**src/design/psds_pkg.sv**
```systemverilog
`timescale 1ns / 1ps

package psds_pkg;

  // Field widths fixed by the item formats.
  localparam int unsigned COORD_W = 16;
  localparam int unsigned ABS_W   = COORD_W + 1;
  localparam int unsigned SQ_W    = 2 * ABS_W;
  localparam int unsigned IDX_W   = 10;
  localparam int unsigned MEAN_W  = 25;

  // Square root: the radicand is the squared distance with 16 fraction bits,
  // padded to an even number of bits; two result bits are resolved per cycle.
  localparam int unsigned RAD_W    = 52;
  localparam int unsigned ROOT_W   = RAD_W / 2;
  localparam int unsigned REM_W    = ROOT_W + 3;
  localparam int unsigned ROOT_CYC = ROOT_W / 2;

  // Configuration register indexes.
  localparam logic CFG_REF_X = 1'b0;
  localparam logic CFG_REF_Y = 1'b1;

  typedef struct packed {
    logic signed [COORD_W-1:0] point_x;
    logic signed [COORD_W-1:0] point_y;
    logic                      last_point;
  } in_item_t;

  typedef struct packed {
    logic [IDX_W-1:0]  nearest_index;
    logic              nearest_tie;
    logic [IDX_W-1:0]  farthest_index;
    logic              farthest_tie;
    logic [MEAN_W-1:0] mean_distance;
  } out_item_t;

  // Word passed from the front to the back through the queue.
  typedef struct packed {
    logic [ABS_W-1:0] abs_x;
    logic [ABS_W-1:0] abs_y;
    logic             measure;
    logic             last;
  } q_entry_t;

endpackage

```
**src/design/psds_front.sv**
```systemverilog
`timescale 1ns / 1ps

module psds_front import psds_pkg::*; #(
  parameter int unsigned MAX_POINTS = 1024
) (
  input  logic               clk_i,
  input  logic               rst_ni,
  input  logic               cfg_valid_i,
  input  logic               cfg_index_i,
  input  logic [COORD_W-1:0] cfg_data_i,
  input  logic               in_valid_i,
  output logic               in_stall_o,
  input  in_item_t           in_data_i,
  input  logic               q_full_i,
  output logic               q_push_o,
  output q_entry_t           q_entry_o
);

  localparam int unsigned CNT_W = $clog2(MAX_POINTS + 1);

  logic [COORD_W-1:0] ref_x_q, ref_y_q;
  logic [CNT_W-1:0]   cnt_q;
  logic signed [ABS_W-1:0] dx, dy;
  logic accept;

  assign in_stall_o = q_full_i;
  assign accept     = in_valid_i && !q_full_i;
  assign q_push_o   = accept;

  // Differences to the reference point and their magnitudes.
  always_comb begin
    dx = $signed({ref_x_q[COORD_W-1], ref_x_q})
       - $signed({in_data_i.point_x[COORD_W-1], in_data_i.point_x});
    dy = $signed({ref_y_q[COORD_W-1], ref_y_q})
       - $signed({in_data_i.point_y[COORD_W-1], in_data_i.point_y});
    q_entry_o.abs_x   = dx[ABS_W-1] ? ABS_W'(-dx) : ABS_W'(dx);
    q_entry_o.abs_y   = dy[ABS_W-1] ? ABS_W'(-dy) : ABS_W'(dy);
    q_entry_o.measure = (cnt_q < CNT_W'(MAX_POINTS));
    q_entry_o.last    = in_data_i.last_point;
  end

  // Reference registers and the set fill count that decides dropping.
  always_ff @(posedge clk_i or negedge rst_ni) begin
    if (!rst_ni) begin
      ref_x_q <= '0;
      ref_y_q <= '0;
      cnt_q   <= '0;
    end else begin
      if (cfg_valid_i) begin
        unique case (cfg_index_i)
          CFG_REF_X: ref_x_q <= cfg_data_i;
          CFG_REF_Y: ref_y_q <= cfg_data_i;
          default:   ;
        endcase
      end
      if (accept) begin
        if (in_data_i.last_point) begin
          cnt_q <= '0;
        end else if (q_entry_o.measure) begin
          cnt_q <= cnt_q + CNT_W'(1);
        end
      end
    end
  end

endmodule

```
**src/design/psds_queue.sv**
```systemverilog
`timescale 1ns / 1ps

module psds_queue import psds_pkg::*; (
  input  logic     clk_i,
  input  logic     rst_ni,
  input  logic     push_i,
  input  q_entry_t push_entry_i,
  output logic     full_o,
  output logic     valid_o,
  input  logic     pop_i,
  output q_entry_t pop_entry_o
);

  localparam int unsigned DEPTH = 2;

  q_entry_t   mem_q [DEPTH];
  logic       wr_ptr_q, rd_ptr_q;
  logic [1:0] cnt_q;
  logic       do_push, do_pop;

  assign full_o      = (cnt_q == 2'(DEPTH));
  assign valid_o     = (cnt_q != 2'd0);
  assign pop_entry_o = mem_q[rd_ptr_q];
  assign do_push     = push_i && !full_o;
  assign do_pop      = pop_i && valid_o;

  // Entry storage needs no reset.
  always_ff @(posedge clk_i) begin
    if (do_push) begin
      mem_q[wr_ptr_q] <= push_entry_i;
    end
  end

  // Pointers and fill level.
  always_ff @(posedge clk_i or negedge rst_ni) begin
    if (!rst_ni) begin
      wr_ptr_q <= 1'b0;
      rd_ptr_q <= 1'b0;
      cnt_q    <= 2'd0;
    end else begin
      if (do_push) begin
        wr_ptr_q <= ~wr_ptr_q;
      end
      if (do_pop) begin
        rd_ptr_q <= ~rd_ptr_q;
      end
      if (do_push && !do_pop) begin
        cnt_q <= cnt_q + 2'd1;
      end else if (do_pop && !do_push) begin
        cnt_q <= cnt_q - 2'd1;
      end
    end
  end

endmodule

```
**src/design/psds_back.sv**
```systemverilog
`timescale 1ns / 1ps

module psds_back import psds_pkg::*; #(
  parameter int unsigned MAX_POINTS = 1024
) (
  input  logic      clk_i,
  input  logic      rst_ni,
  input  logic      q_valid_i,
  output logic      q_pop_o,
  input  q_entry_t  q_entry_i,
  output logic      out_valid_o,
  input  logic      out_stall_i,
  output out_item_t out_data_o
);

  localparam int unsigned CNT_W  = $clog2(MAX_POINTS + 1);
  localparam int unsigned SUM_W  = MEAN_W + CNT_W;
  localparam int unsigned DIVC_W = $clog2(SUM_W);
  localparam int unsigned RCNT_W = $clog2(ROOT_CYC);

  typedef enum logic [2:0] {
    ST_IDLE, ST_SQUARE, ST_CMP, ST_ROOT, ST_ACC, ST_DIV, ST_DONE
  } state_e;

  state_e state_q;
  q_entry_t ent_q;
  logic [SQ_W-1:0]   sqx_q, sqy_q, min_q, max_q;
  logic [IDX_W-1:0]  min_idx_q, max_idx_q;
  logic              min_tie_q, max_tie_q;
  logic [CNT_W-1:0]  cnt_q;
  logic [SUM_W-1:0]  sum_q, div_q;
  logic [CNT_W-1:0]  drem_q;
  logic [DIVC_W-1:0] dstep_q;
  logic [RAD_W-1:0]  rad_q;
  logic [ROOT_W-1:0] root_q;
  logic [REM_W-1:0]  rem_q;
  logic [RCNT_W-1:0] rstep_q;
  logic              out_valid_q;
  out_item_t         out_q;

  logic [SQ_W-1:0]   d2;
  logic [IDX_W-1:0]  idx;
  logic [REM_W-1:0]  r1, r2, t1, t2, rem_d;
  logic [ROOT_W-1:0] root1, root_d;
  logic [REM_W-1:0]  rem1;
  logic [SUM_W-1:0]  sum_d;
  logic [CNT_W:0]    dtrial;
  logic              load_out;

  assign q_pop_o     = (state_q == ST_IDLE) && q_valid_i;
  assign out_valid_o = out_valid_q;
  assign out_data_o  = out_q;

  // Squared distance, point index and running sum.
  assign d2    = sqx_q + sqy_q;
  assign idx   = IDX_W'(cnt_q);
  assign sum_d = sum_q + SUM_W'(root_q);
  assign load_out = !out_valid_q || !out_stall_i;

  // Two digit steps of the square root per cycle.
  always_comb begin
    r1 = {rem_q[REM_W-3:0], rad_q[RAD_W-1 -: 2]};
    t1 = {1'b0, root_q, 2'b01};
    if (r1 >= t1) begin
      rem1  = r1 - t1;
      root1 = {root_q[ROOT_W-2:0], 1'b1};
    end else begin
      rem1  = r1;
      root1 = {root_q[ROOT_W-2:0], 1'b0};
    end
    r2 = {rem1[REM_W-3:0], rad_q[RAD_W-3 -: 2]};
    t2 = {1'b0, root1, 2'b01};
    if (r2 >= t2) begin
      rem_d  = r2 - t2;
      root_d = {root1[ROOT_W-2:0], 1'b1};
    end else begin
      rem_d  = r2;
      root_d = {root1[ROOT_W-2:0], 1'b0};
    end
  end

  // One quotient bit per cycle of the restoring divider.
  assign dtrial = {drem_q, div_q[SUM_W-1]};

  // Sequencer for measurement, accumulation, division and result.
  always_ff @(posedge clk_i or negedge rst_ni) begin
    if (!rst_ni) begin
      state_q     <= ST_IDLE;
      ent_q       <= '0;
      sqx_q       <= '0;
      sqy_q       <= '0;
      min_q       <= '1;
      max_q       <= '0;
      min_idx_q   <= '0;
      max_idx_q   <= '0;
      min_tie_q   <= 1'b0;
      max_tie_q   <= 1'b0;
      cnt_q       <= '0;
      sum_q       <= '0;
      div_q       <= '0;
      drem_q      <= '0;
      dstep_q     <= '0;
      rad_q       <= '0;
      root_q      <= '0;
      rem_q       <= '0;
      rstep_q     <= '0;
      out_valid_q <= 1'b0;
      out_q       <= '0;
    end else begin
      // The result state reloads the output register itself.
      if (out_valid_q && !out_stall_i && (state_q != ST_DONE)) begin
        out_valid_q <= 1'b0;
      end
      unique case (state_q)
        ST_IDLE: begin
          if (q_valid_i) begin
            ent_q <= q_entry_i;
            if (q_entry_i.measure) begin
              state_q <= ST_SQUARE;
            end else if (q_entry_i.last) begin
              div_q   <= sum_q;
              drem_q  <= '0;
              dstep_q <= '0;
              state_q <= ST_DIV;
            end
          end
        end
        ST_SQUARE: begin
          sqx_q   <= ent_q.abs_x * ent_q.abs_x;
          sqy_q   <= ent_q.abs_y * ent_q.abs_y;
          state_q <= ST_CMP;
        end
        ST_CMP: begin
          if (cnt_q == '0) begin
            min_q     <= d2;
            min_idx_q <= idx;
            max_q     <= d2;
            max_idx_q <= idx;
          end else begin
            if (d2 < min_q) begin
              min_q     <= d2;
              min_idx_q <= idx;
            end else if (d2 == min_q) begin
              min_tie_q <= 1'b1;
            end
            if (d2 > max_q) begin
              max_q     <= d2;
              max_idx_q <= idx;
            end else if (d2 == max_q) begin
              max_tie_q <= 1'b1;
            end
          end
          rad_q   <= {2'b00, d2, 16'd0};
          root_q  <= '0;
          rem_q   <= '0;
          rstep_q <= '0;
          state_q <= ST_ROOT;
        end
        ST_ROOT: begin
          rad_q   <= rad_q << 4;
          root_q  <= root_d;
          rem_q   <= rem_d;
          rstep_q <= rstep_q + RCNT_W'(1);
          if (rstep_q == RCNT_W'(ROOT_CYC - 1)) begin
            state_q <= ST_ACC;
          end
        end
        ST_ACC: begin
          sum_q <= sum_d;
          cnt_q <= cnt_q + CNT_W'(1);
          if (ent_q.last) begin
            div_q   <= sum_d;
            drem_q  <= '0;
            dstep_q <= '0;
            state_q <= ST_DIV;
          end else begin
            state_q <= ST_IDLE;
          end
        end
        ST_DIV: begin
          if (dtrial >= {1'b0, cnt_q}) begin
            drem_q <= CNT_W'(dtrial - {1'b0, cnt_q});
            div_q  <= {div_q[SUM_W-2:0], 1'b1};
          end else begin
            drem_q <= CNT_W'(dtrial);
            div_q  <= {div_q[SUM_W-2:0], 1'b0};
          end
          dstep_q <= dstep_q + DIVC_W'(1);
          if (dstep_q == DIVC_W'(SUM_W - 1)) begin
            state_q <= ST_DONE;
          end
        end
        ST_DONE: begin
          if (load_out) begin
            out_valid_q          <= 1'b1;
            out_q.nearest_index  <= min_tie_q ? '0 : min_idx_q;
            out_q.nearest_tie    <= min_tie_q;
            out_q.farthest_index <= max_tie_q ? '0 : max_idx_q;
            out_q.farthest_tie   <= max_tie_q;
            out_q.mean_distance  <= MEAN_W'(div_q);
            // Clear the set for the next one.
            cnt_q     <= '0;
            min_q     <= '1;
            min_idx_q <= '0;
            min_tie_q <= 1'b0;
            max_q     <= '0;
            max_idx_q <= '0;
            max_tie_q <= 1'b0;
            sum_q     <= '0;
            state_q   <= ST_IDLE;
          end
        end
        default: state_q <= ST_IDLE;
      endcase
    end
  end

endmodule

```
**src/design/point_set_distance_stats_top.sv**
```systemverilog
`timescale 1ns / 1ps
// Channel   Direction  Handshake                 Word
// input     in         in_valid_i / in_stall_o   in_data_i  (in_item_t)
// output    out        out_valid_o / out_stall_i out_data_o (out_item_t)
// config    in         cfg_valid_i / cfg_ready_o cfg_index_i, cfg_data_i
//
// For each measured point the back end squares, compares, takes the square
// root two result bits per cycle and accumulates. A set's last point adds
// a restoring division of the 25 + clog2(MAX_POINTS+1) bit sum (36 by
// default), one quotient bit per cycle, and then loads the result.
// A two-word queue holds input words while the back end works or a result
// waits on out_stall_i. Reset is asynchronous and clears all control state
// and the reference point; no clearing pass is needed.

module point_set_distance_stats_top import psds_pkg::*; #(
  parameter int unsigned MAX_POINTS = 1024
) (
  input  logic               clk_i,
  input  logic               rst_ni,
  input  logic               cfg_valid_i,
  output logic               cfg_ready_o,
  input  logic               cfg_index_i,
  input  logic [COORD_W-1:0] cfg_data_i,
  input  logic               in_valid_i,
  output logic               in_stall_o,
  input  in_item_t           in_data_i,
  output logic               out_valid_o,
  input  logic               out_stall_i,
  output out_item_t          out_data_o
);

  logic     q_full, q_push, q_valid, q_pop;
  q_entry_t q_push_entry, q_pop_entry;

  assign cfg_ready_o = 1'b1;

  // Front: reference registers, differences and drop decision.
  psds_front #(
    .MAX_POINTS(MAX_POINTS)
  ) u_front (
    .clk_i      (clk_i),
    .rst_ni     (rst_ni),
    .cfg_valid_i(cfg_valid_i),
    .cfg_index_i(cfg_index_i),
    .cfg_data_i (cfg_data_i),
    .in_valid_i (in_valid_i),
    .in_stall_o (in_stall_o),
    .in_data_i  (in_data_i),
    .q_full_i   (q_full),
    .q_push_o   (q_push),
    .q_entry_o  (q_push_entry)
  );

  // Queue between front and back.
  psds_queue u_queue (
    .clk_i       (clk_i),
    .rst_ni      (rst_ni),
    .push_i      (q_push),
    .push_entry_i(q_push_entry),
    .full_o      (q_full),
    .valid_o     (q_valid),
    .pop_i       (q_pop),
    .pop_entry_o (q_pop_entry)
  );

  // Back: distance, square root, searches, mean and result register.
  psds_back #(
    .MAX_POINTS(MAX_POINTS)
  ) u_back (
    .clk_i      (clk_i),
    .rst_ni     (rst_ni),
    .q_valid_i  (q_valid),
    .q_pop_o    (q_pop),
    .q_entry_i  (q_pop_entry),
    .out_valid_o(out_valid_o),
    .out_stall_i(out_stall_i),
    .out_data_o (out_data_o)
  );

endmodule

```
**config.mk**
```make
export PLATFORM = sky130hd
export DESIGN_NAME = point_set_distance_stats_top
export DESIGN_NICKNAME = d
export VERILOG_FILES = /design/src/design/psds_pkg.sv /design/src/design/psds_front.sv /design/src/design/psds_queue.sv /design/src/design/psds_back.sv /design/src/design/point_set_distance_stats_top.sv
export SDC_FILE = /design/constraint.sdc
export NUM_CORES = 2
export LEC_CHECK = 0
export BUFFER_PORTS_ARGS = -buffer_cell sky130_fd_sc_hd__buf_2
export CORE_MARGIN = 10
export CORE_UTILIZATION = 45
export CTS_BUF_LIST = sky130_fd_sc_hd__clkbuf_4 sky130_fd_sc_hd__clkbuf_8
export DETAILED_ROUTE_END_ITERATION = 10
export HOLD_SLACK_MARGIN = 0.12
export PLACE_DENSITY_LB_ADDON = 0.2
export SYNTH_ARGS = -nofsm -noshare
export SYNTH_HDL_FRONTEND = slang
export SYNTH_SLANG_ARGS = --single-unit
```
**constraint.sdc**
```tcl
create_clock -name clk_i -period 9 [get_ports clk_i]
set_input_delay 0.45 -clock clk_i [delete_from_list [all_inputs] [get_ports clk_i]]
set_output_delay 0.45 -clock clk_i [all_outputs]
set_load 0.03 [all_outputs]
```
# After elaboration in Yosys (flattened, before gate mapping)
# Memories as Yosys holds them, arrays and structs flattened.
# Cells that the tools add are included.
[classes] mux=74 n_reduce_logical=35 n_bitwise=3 multipliers=2 shift=0 add_sub_neg=15 n_div=0 eq_ne=27 n_lt_le_gt_ge=6
[op_table] op="$mux W34" n=6
[op_table] op="$mux W36" n=5
[op_table] op="$pmux W34 S2" n=2
[op_table] op="$pmux W36 S3" n=1
[op_table] op="$pmux W52 S2" n=1
[op_table] op="$mux W11" n=8
[op_table] op="$pmux W36 S2" n=1
[op_table] op="$mux W10" n=7
[op_table] op="$eq A34 B34 Y1" n=2
[op_table] op="$mul A17 B17 Y34" n=2
[op_table] op="$ge A29 B28 Y1" n=2
[op_table] op="$mux W27" n=2
[op_table] op="$pmux W27 S2" n=1
[op_table] op="$sub A27 B27 Y27" n=2
[op_table] op="$pmux W26 S2" n=1
[op_table] op="$pmux W10 S2" n=2
[op_table] op="$add A36 B26 Y36" n=1
[op_table] op="$add A34 B34 Y34" n=1
[op_table] op="$gt A34 B34 Y1" n=1
[op_table] op="$lt A34 B34 Y1" n=1
[op_table] op="$mux W17" n=2
[op_table] op="$neg A17 Y17" n=2
[op_table] op="$sub A16 B16 Y17" n=2
[op_table] op="$pmux W11 S3" n=1
[op_table] op="38 further kinds" n=106
[totals] wordCells=196 mem_count=1 romBits=0 latchBits=0 ram_bits=72 regBits=500
[mem_list] memory="u_queue.mem_q" words=2 word_bits=36 read_ports=1 rd_clocked_by_memory_dff=0 write_ports=1 line_no="psds_queue.sv:16" source="q_entry_t mem_q [DEPTH];"

# Logic depth before layout (Yosys ltp)
[logic_depth] ltp_word=8 ltp_mapped=28 ltp_nobuf=25

# By module
# Synthesis repeated with hierarchy kept, for this count alone.
[unflattened] hier_cells=5348 area_unflattened_um2=49028.3
[by_module_without_submodules] mod="psds_back" n_inst=1 cells_per_inst=4744 area_per_inst_um2=41984.0
[by_module_without_submodules] mod="psds_front" n_inst=1 cells_per_inst=471 area_per_inst_um2=4085.2
[by_module_without_submodules] mod="psds_queue" n_inst=1 cells_per_inst=131 area_per_inst_um2=2947.8
[by_module_without_submodules] mod="point_set_distance_stats_top" n_inst=1 cells_per_inst=2 area_per_inst_um2=11.3

# Worst setup path before layout
# Ideal clock, no wire load.
[synth_timing] path_type="reg-to-reg" start="register u_back.ent_q[17] (netlist bit)" end="register u_back.sqy_q[31]" setup_time_ns=0.146 path_stages_with_launch=23 synth_period_minus_slack_ns=6.304 t_arrival_ns=6.158 n_path_buf=2 setup_slack_ns=2.696 t_required_ns=8.854 cell_sequence="dfrtp_1 -> clkbuf_1 -> clkbuf_1 -> and2_1 -> fa_1 -> fa_1 -> fa_1 -> fa_1 -> fa_1 -> inv_1 -> fa_1 -> inv_1 -> ha_1 -> a21o_1 -> a21o_1 -> a21o_1 -> a31oi_1 -> nor3_1 -> or3_1 -> o221a_2 -> o21ai_0 -> mux2i_1 -> o311ai_0"
[synth_via] elab_chain_len=1
[synth_rtl] element="start, declared" line_no="psds_back.sv:26" source="q_entry_t ent_q;"
[synth_rtl] element="start signal, assigned" line_no="psds_back.sv:117" source="ent_q <= q_entry_i;"
[synth_rtl] element="$mul A17 B17 Y34" line_no="psds_back.sv:130" source="sqy_q <= ent_q.abs_y * ent_q.abs_y;"
[synth_rtl] element="end signal, assigned" line_no="psds_back.sv:130"
[synth_rtl] element="end, declared" line_no="psds_back.sv:27" source="logic [SQ_W-1:0] sqx_q, sqy_q, min_q, max_q;"
# Every way passes these cells.
# A chain may end at the register's enable or synchronous reset.

# Final worst setup path
[layout_timing] start="register u_back.root_q[21]" end="register u_back.rem_q[12]"
[layout_via] elab_chain_len=5 word_cells_on_any_way=8 classes_between="2 x add/sub; 2 x order compare; 4 x mux"
[layout_rtl] element="start, declared" line_no="psds_back.sv:35" source="logic [ROOT_W-1:0] root_q;"
[layout_rtl] element="start signal, assigned" line_no="psds_back.sv:161" source="root_q <= root_d;"
[layout_rtl] element="$ge A29 B28 Y1 / $sub A27 B27 Y27 (equally long branches)" line_no="psds_back.sv:64, psds_back.sv:65"
[layout_rtl] element="$mux W27 / $mux W1 (equally long branches)" line_no="psds_back.sv:64" source="if (r1 >= t1) begin"
[layout_rtl] element="$sub A27 B27 Y27 / $ge A29 B28 Y1 (equally long branches)" line_no="psds_back.sv:74, psds_back.sv:73"
[layout_rtl] element="$mux W27 (*)" line_no="psds_back.sv:73" source="if (r2 >= t2) begin"
[layout_rtl] element="$pmux W27 S2 (*)" line_no="psds_back.sv:114" source="unique case (state_q)"
[layout_rtl] element="end signal, assigned" line_no="psds_back.sv:162" source="rem_q <= rem_d;"
[layout_rtl] element="end, declared" line_no="psds_back.sv:36" source="logic [REM_W-1:0] rem_q;"
# Every way passes the cells marked *; elsewhere a longest branch is shown, timed or not.

==> flow_metrics.py <==
metrics = {
    "floorplanning": {
        "die_x_um": 348.2,
        "die_h_um": 348.2,
        "die_area_um2": 121300,
        "start_util_pct": 45.29,
        "rows": 120,
        "boundaryPins": 105,
        "core_um2": 107100,
    },
    "global_route": {
        "antenna_found_initial": 1,
        "grt_pass1_vias": 37810,
        "grt_overflow": 0,
        "grt_first_pass_wirelength_um": 196400,
        "grt_max_degree": 157,
        "grt_usage_pct": 19.50,
    },
    "sta": {
        "holdWs_ps": 244.1,
        "finalCritPeriodShare_pct": 80.27,
        "rsz0062_at_grt": "no",
        "slew_violations": 0,
        "final.min_clock_period_ps": 7225,
        "finalClockSkew_ps": 81.06,
        "finalHoldViolCount": 0,
        "tightest_slew_ps": 1241,
        "slew_headroom_pct": 16.89,
        "setup_tns_ps": 0,
        "clock.fmax_mhz": 138.4,
        "finalSetupViolations": 0,
    },
    "place": {
        "place_area_um2": 50360,
        "gp_congestion": 0.8824,
        "io_buffers": 103,
        "dp_hpwl_um": 89110,
    },
    "synthesis": {
        "synth_area_per_cell_um2": 9.175,
        "synth.ff_latch_count": 554,
        "synth_ff_type": "dfrtp_1",
        "synth-seq-area-share_pct": 29.43,
        "syn_inst": 5284,
        "ys.warnings.count": 0,
        "yosys-top-cells-count": "inv_1, nand2_1, ha_1, dfrtp_1, fa_1",
        "yosys-top-cells-area": "dfrtp_1, fa_1, ha_1",
        "synth.distinct_cells": 90,
        "syn_nets": 6176,
        "synth_edf_count": 72,
        "yosys.area.top_type": "dfrtp_1",
        "netlist_area_um2": 48480,
        "async_reset_ff_share_pct": 87.00,
        "synth.most_common_cell": "inv_1",
        "synth_top_area_share_pct": 23.12,
    },
    "routing": {
        "drt-initial-drc-count": 2013,
        "vias": 36640,
        "drc": 0,
        "post_drt_wl_per_cell_um": 17.31,
        "dr.pass1.iters": 6,
        "via_per_inst": 5.376,
        "drt_wl_total_um": 118000,
        "postRouteAntennaNets": 0,
    },
    "worst_setup_path": {
        "cp.required_ps": 9710,
        "path_class": "reg -> reg",
        "worstPathArrival_ps": 7930,
        "worstSetupEndpointType": "register",
        "path_max_fanout": 47,
        "crit_path_start_kind": "register",
    },
    "min_path": {
        "min_path_type": "in -> reg",
    },
    "job": {
        "maxCapViolations": 0,
    },
    "clock_tree": {
        "htreeDepth": 3,
        "numCtsBuffers": 98,
        "cts_tree": "built",
        "cts-root-buf": "clkbuf_8",
        "post_cts_buffers": 0,
        "insertion_delay_ps": 780,
        "cts_hold_buffers": 19,
        "cts_buffer_depth": 3,
        "cts.sink_count": 554,
        "cts_resized": 0,
        "clk_pin_slew_ps": 60,
    },
    "layout": {
        "fin_nets": 6226,
        "fillCellCount": 10140,
        "syn_to_final_growth_pct": 8.589,
        "design_area_um2": 52650,
        "drive_above_1_share_pct": 8.207,
    },
    "outcome": {
        "status": "complete, no violations",
    },
}
area by class of cell:
cell class / count / area [um^2] / share of cell area [%]
inverter: 759 / 2849 / 5.412
multi-input combinational: 3759 / 30640 / 58.20
antenna: 1 / 2.502 / 0.004753
clock inverter: 24 / 262.8 / 0.4991
timing repair buffer: 162 / 1028 / 1.954
tap: 1403 / 1755 / 3.334
sequential: 554 / 14270 / 27.11
clock buffer: 152 / 1836 / 3.486
routing by layer:
layer	wire (um)	track usage, %	part of all wire, %
met1	53070	25.14	45
met2	57540	33.93	49
met3	4475	2.684	3.8
met4	2893	5.488	2.5
met5	0	0	0
state kept, by name (all words and copies together), names as in the netlist, 26 cells and up:
signal	count
u_back.ent_q	35
u_back.sum_q	36
u_back.root_q	26
u_back.min_q	34
u_back.rem_q	27
u_back.rad_q	36
u_back.max_q	34
u_back.div_q	36
u_queue.mem_q	72
u_back.out_data_o	47
u_back.sqx_q	33
u_back.sqy_q	33
cell families (layout without fill, tap and decap cells):
kind of cell    count (synthesis)  after routing  synth area share, %
flops                         554            554                29.43
buf+inv                       971           1097                7.585
compound gates               1125           1125                14.78
other cells                     1              2             0.007735
mux                           120            120                2.578
xor+xnor                      236            236                4.302
simple gates                 1440           1440                13.74
fa+ha+maj                     837            837                27.58
cell usage in the layout, fill, tap and decap left out, drive strengths merged, types with 124 or more instances in the layout:
cell / n
inv: 764
nand2: 653
ha: 451
dfrtp: 448
fa: 386
o21ai: 350
a21oi: 259
nor2: 231
clkbuf: 152
xnor2: 150
buf: 143
and2: 124
worst max-delay path, stage by stage, from the launching register on:
cell      delay [ps]
dfrtp_1          390
inv_1            120
ha_1             430
nand4_2          190
or3_1            370
or3_1            390
nor3_2           270
or3_1            490
inv_2            490
and2_1           330
a31o_2           230
ha_1             420
nand4_1          160
or2_2            320
or3_1            330
o211ai_1         990
inv_1            560
or3b_1           520
a21oi_1          130
path summary, 6_finish.rpt:
path	start	to	slack (ps)	cells past startpoint
max	u_back.root_q[21]	u_back.rem_q[12]	1780	18
min	in_data_i[1]	u_queue.mem_q[1][2]	240	3
max reg2reg	u_back.root_q[21]	u_back.rem_q[12]	1780	18
min reg2reg	u_back.out_data_o[22]	u_back.out_data_o[22]	470	2
max in group asynchronous	rst_ni	u_back.rad_q[19]	6730	4
min in group asynchronous	rst_ni	u_back.out_data_o[5]	280	2
stage by stage:
step	util (%)	instances	setup slack, ps
CTS	49.18	6813	1838
global placement	47.04	6618	2014
global route	49.18	6814	1257
finish	49.18	6814	1775
floorplan	-	5284	2696
detailed placement	47.04	6618	1883
Power is not shown: default switching activity piles up to over one toggle a cycle in this logic, so the estimate is an artifact.
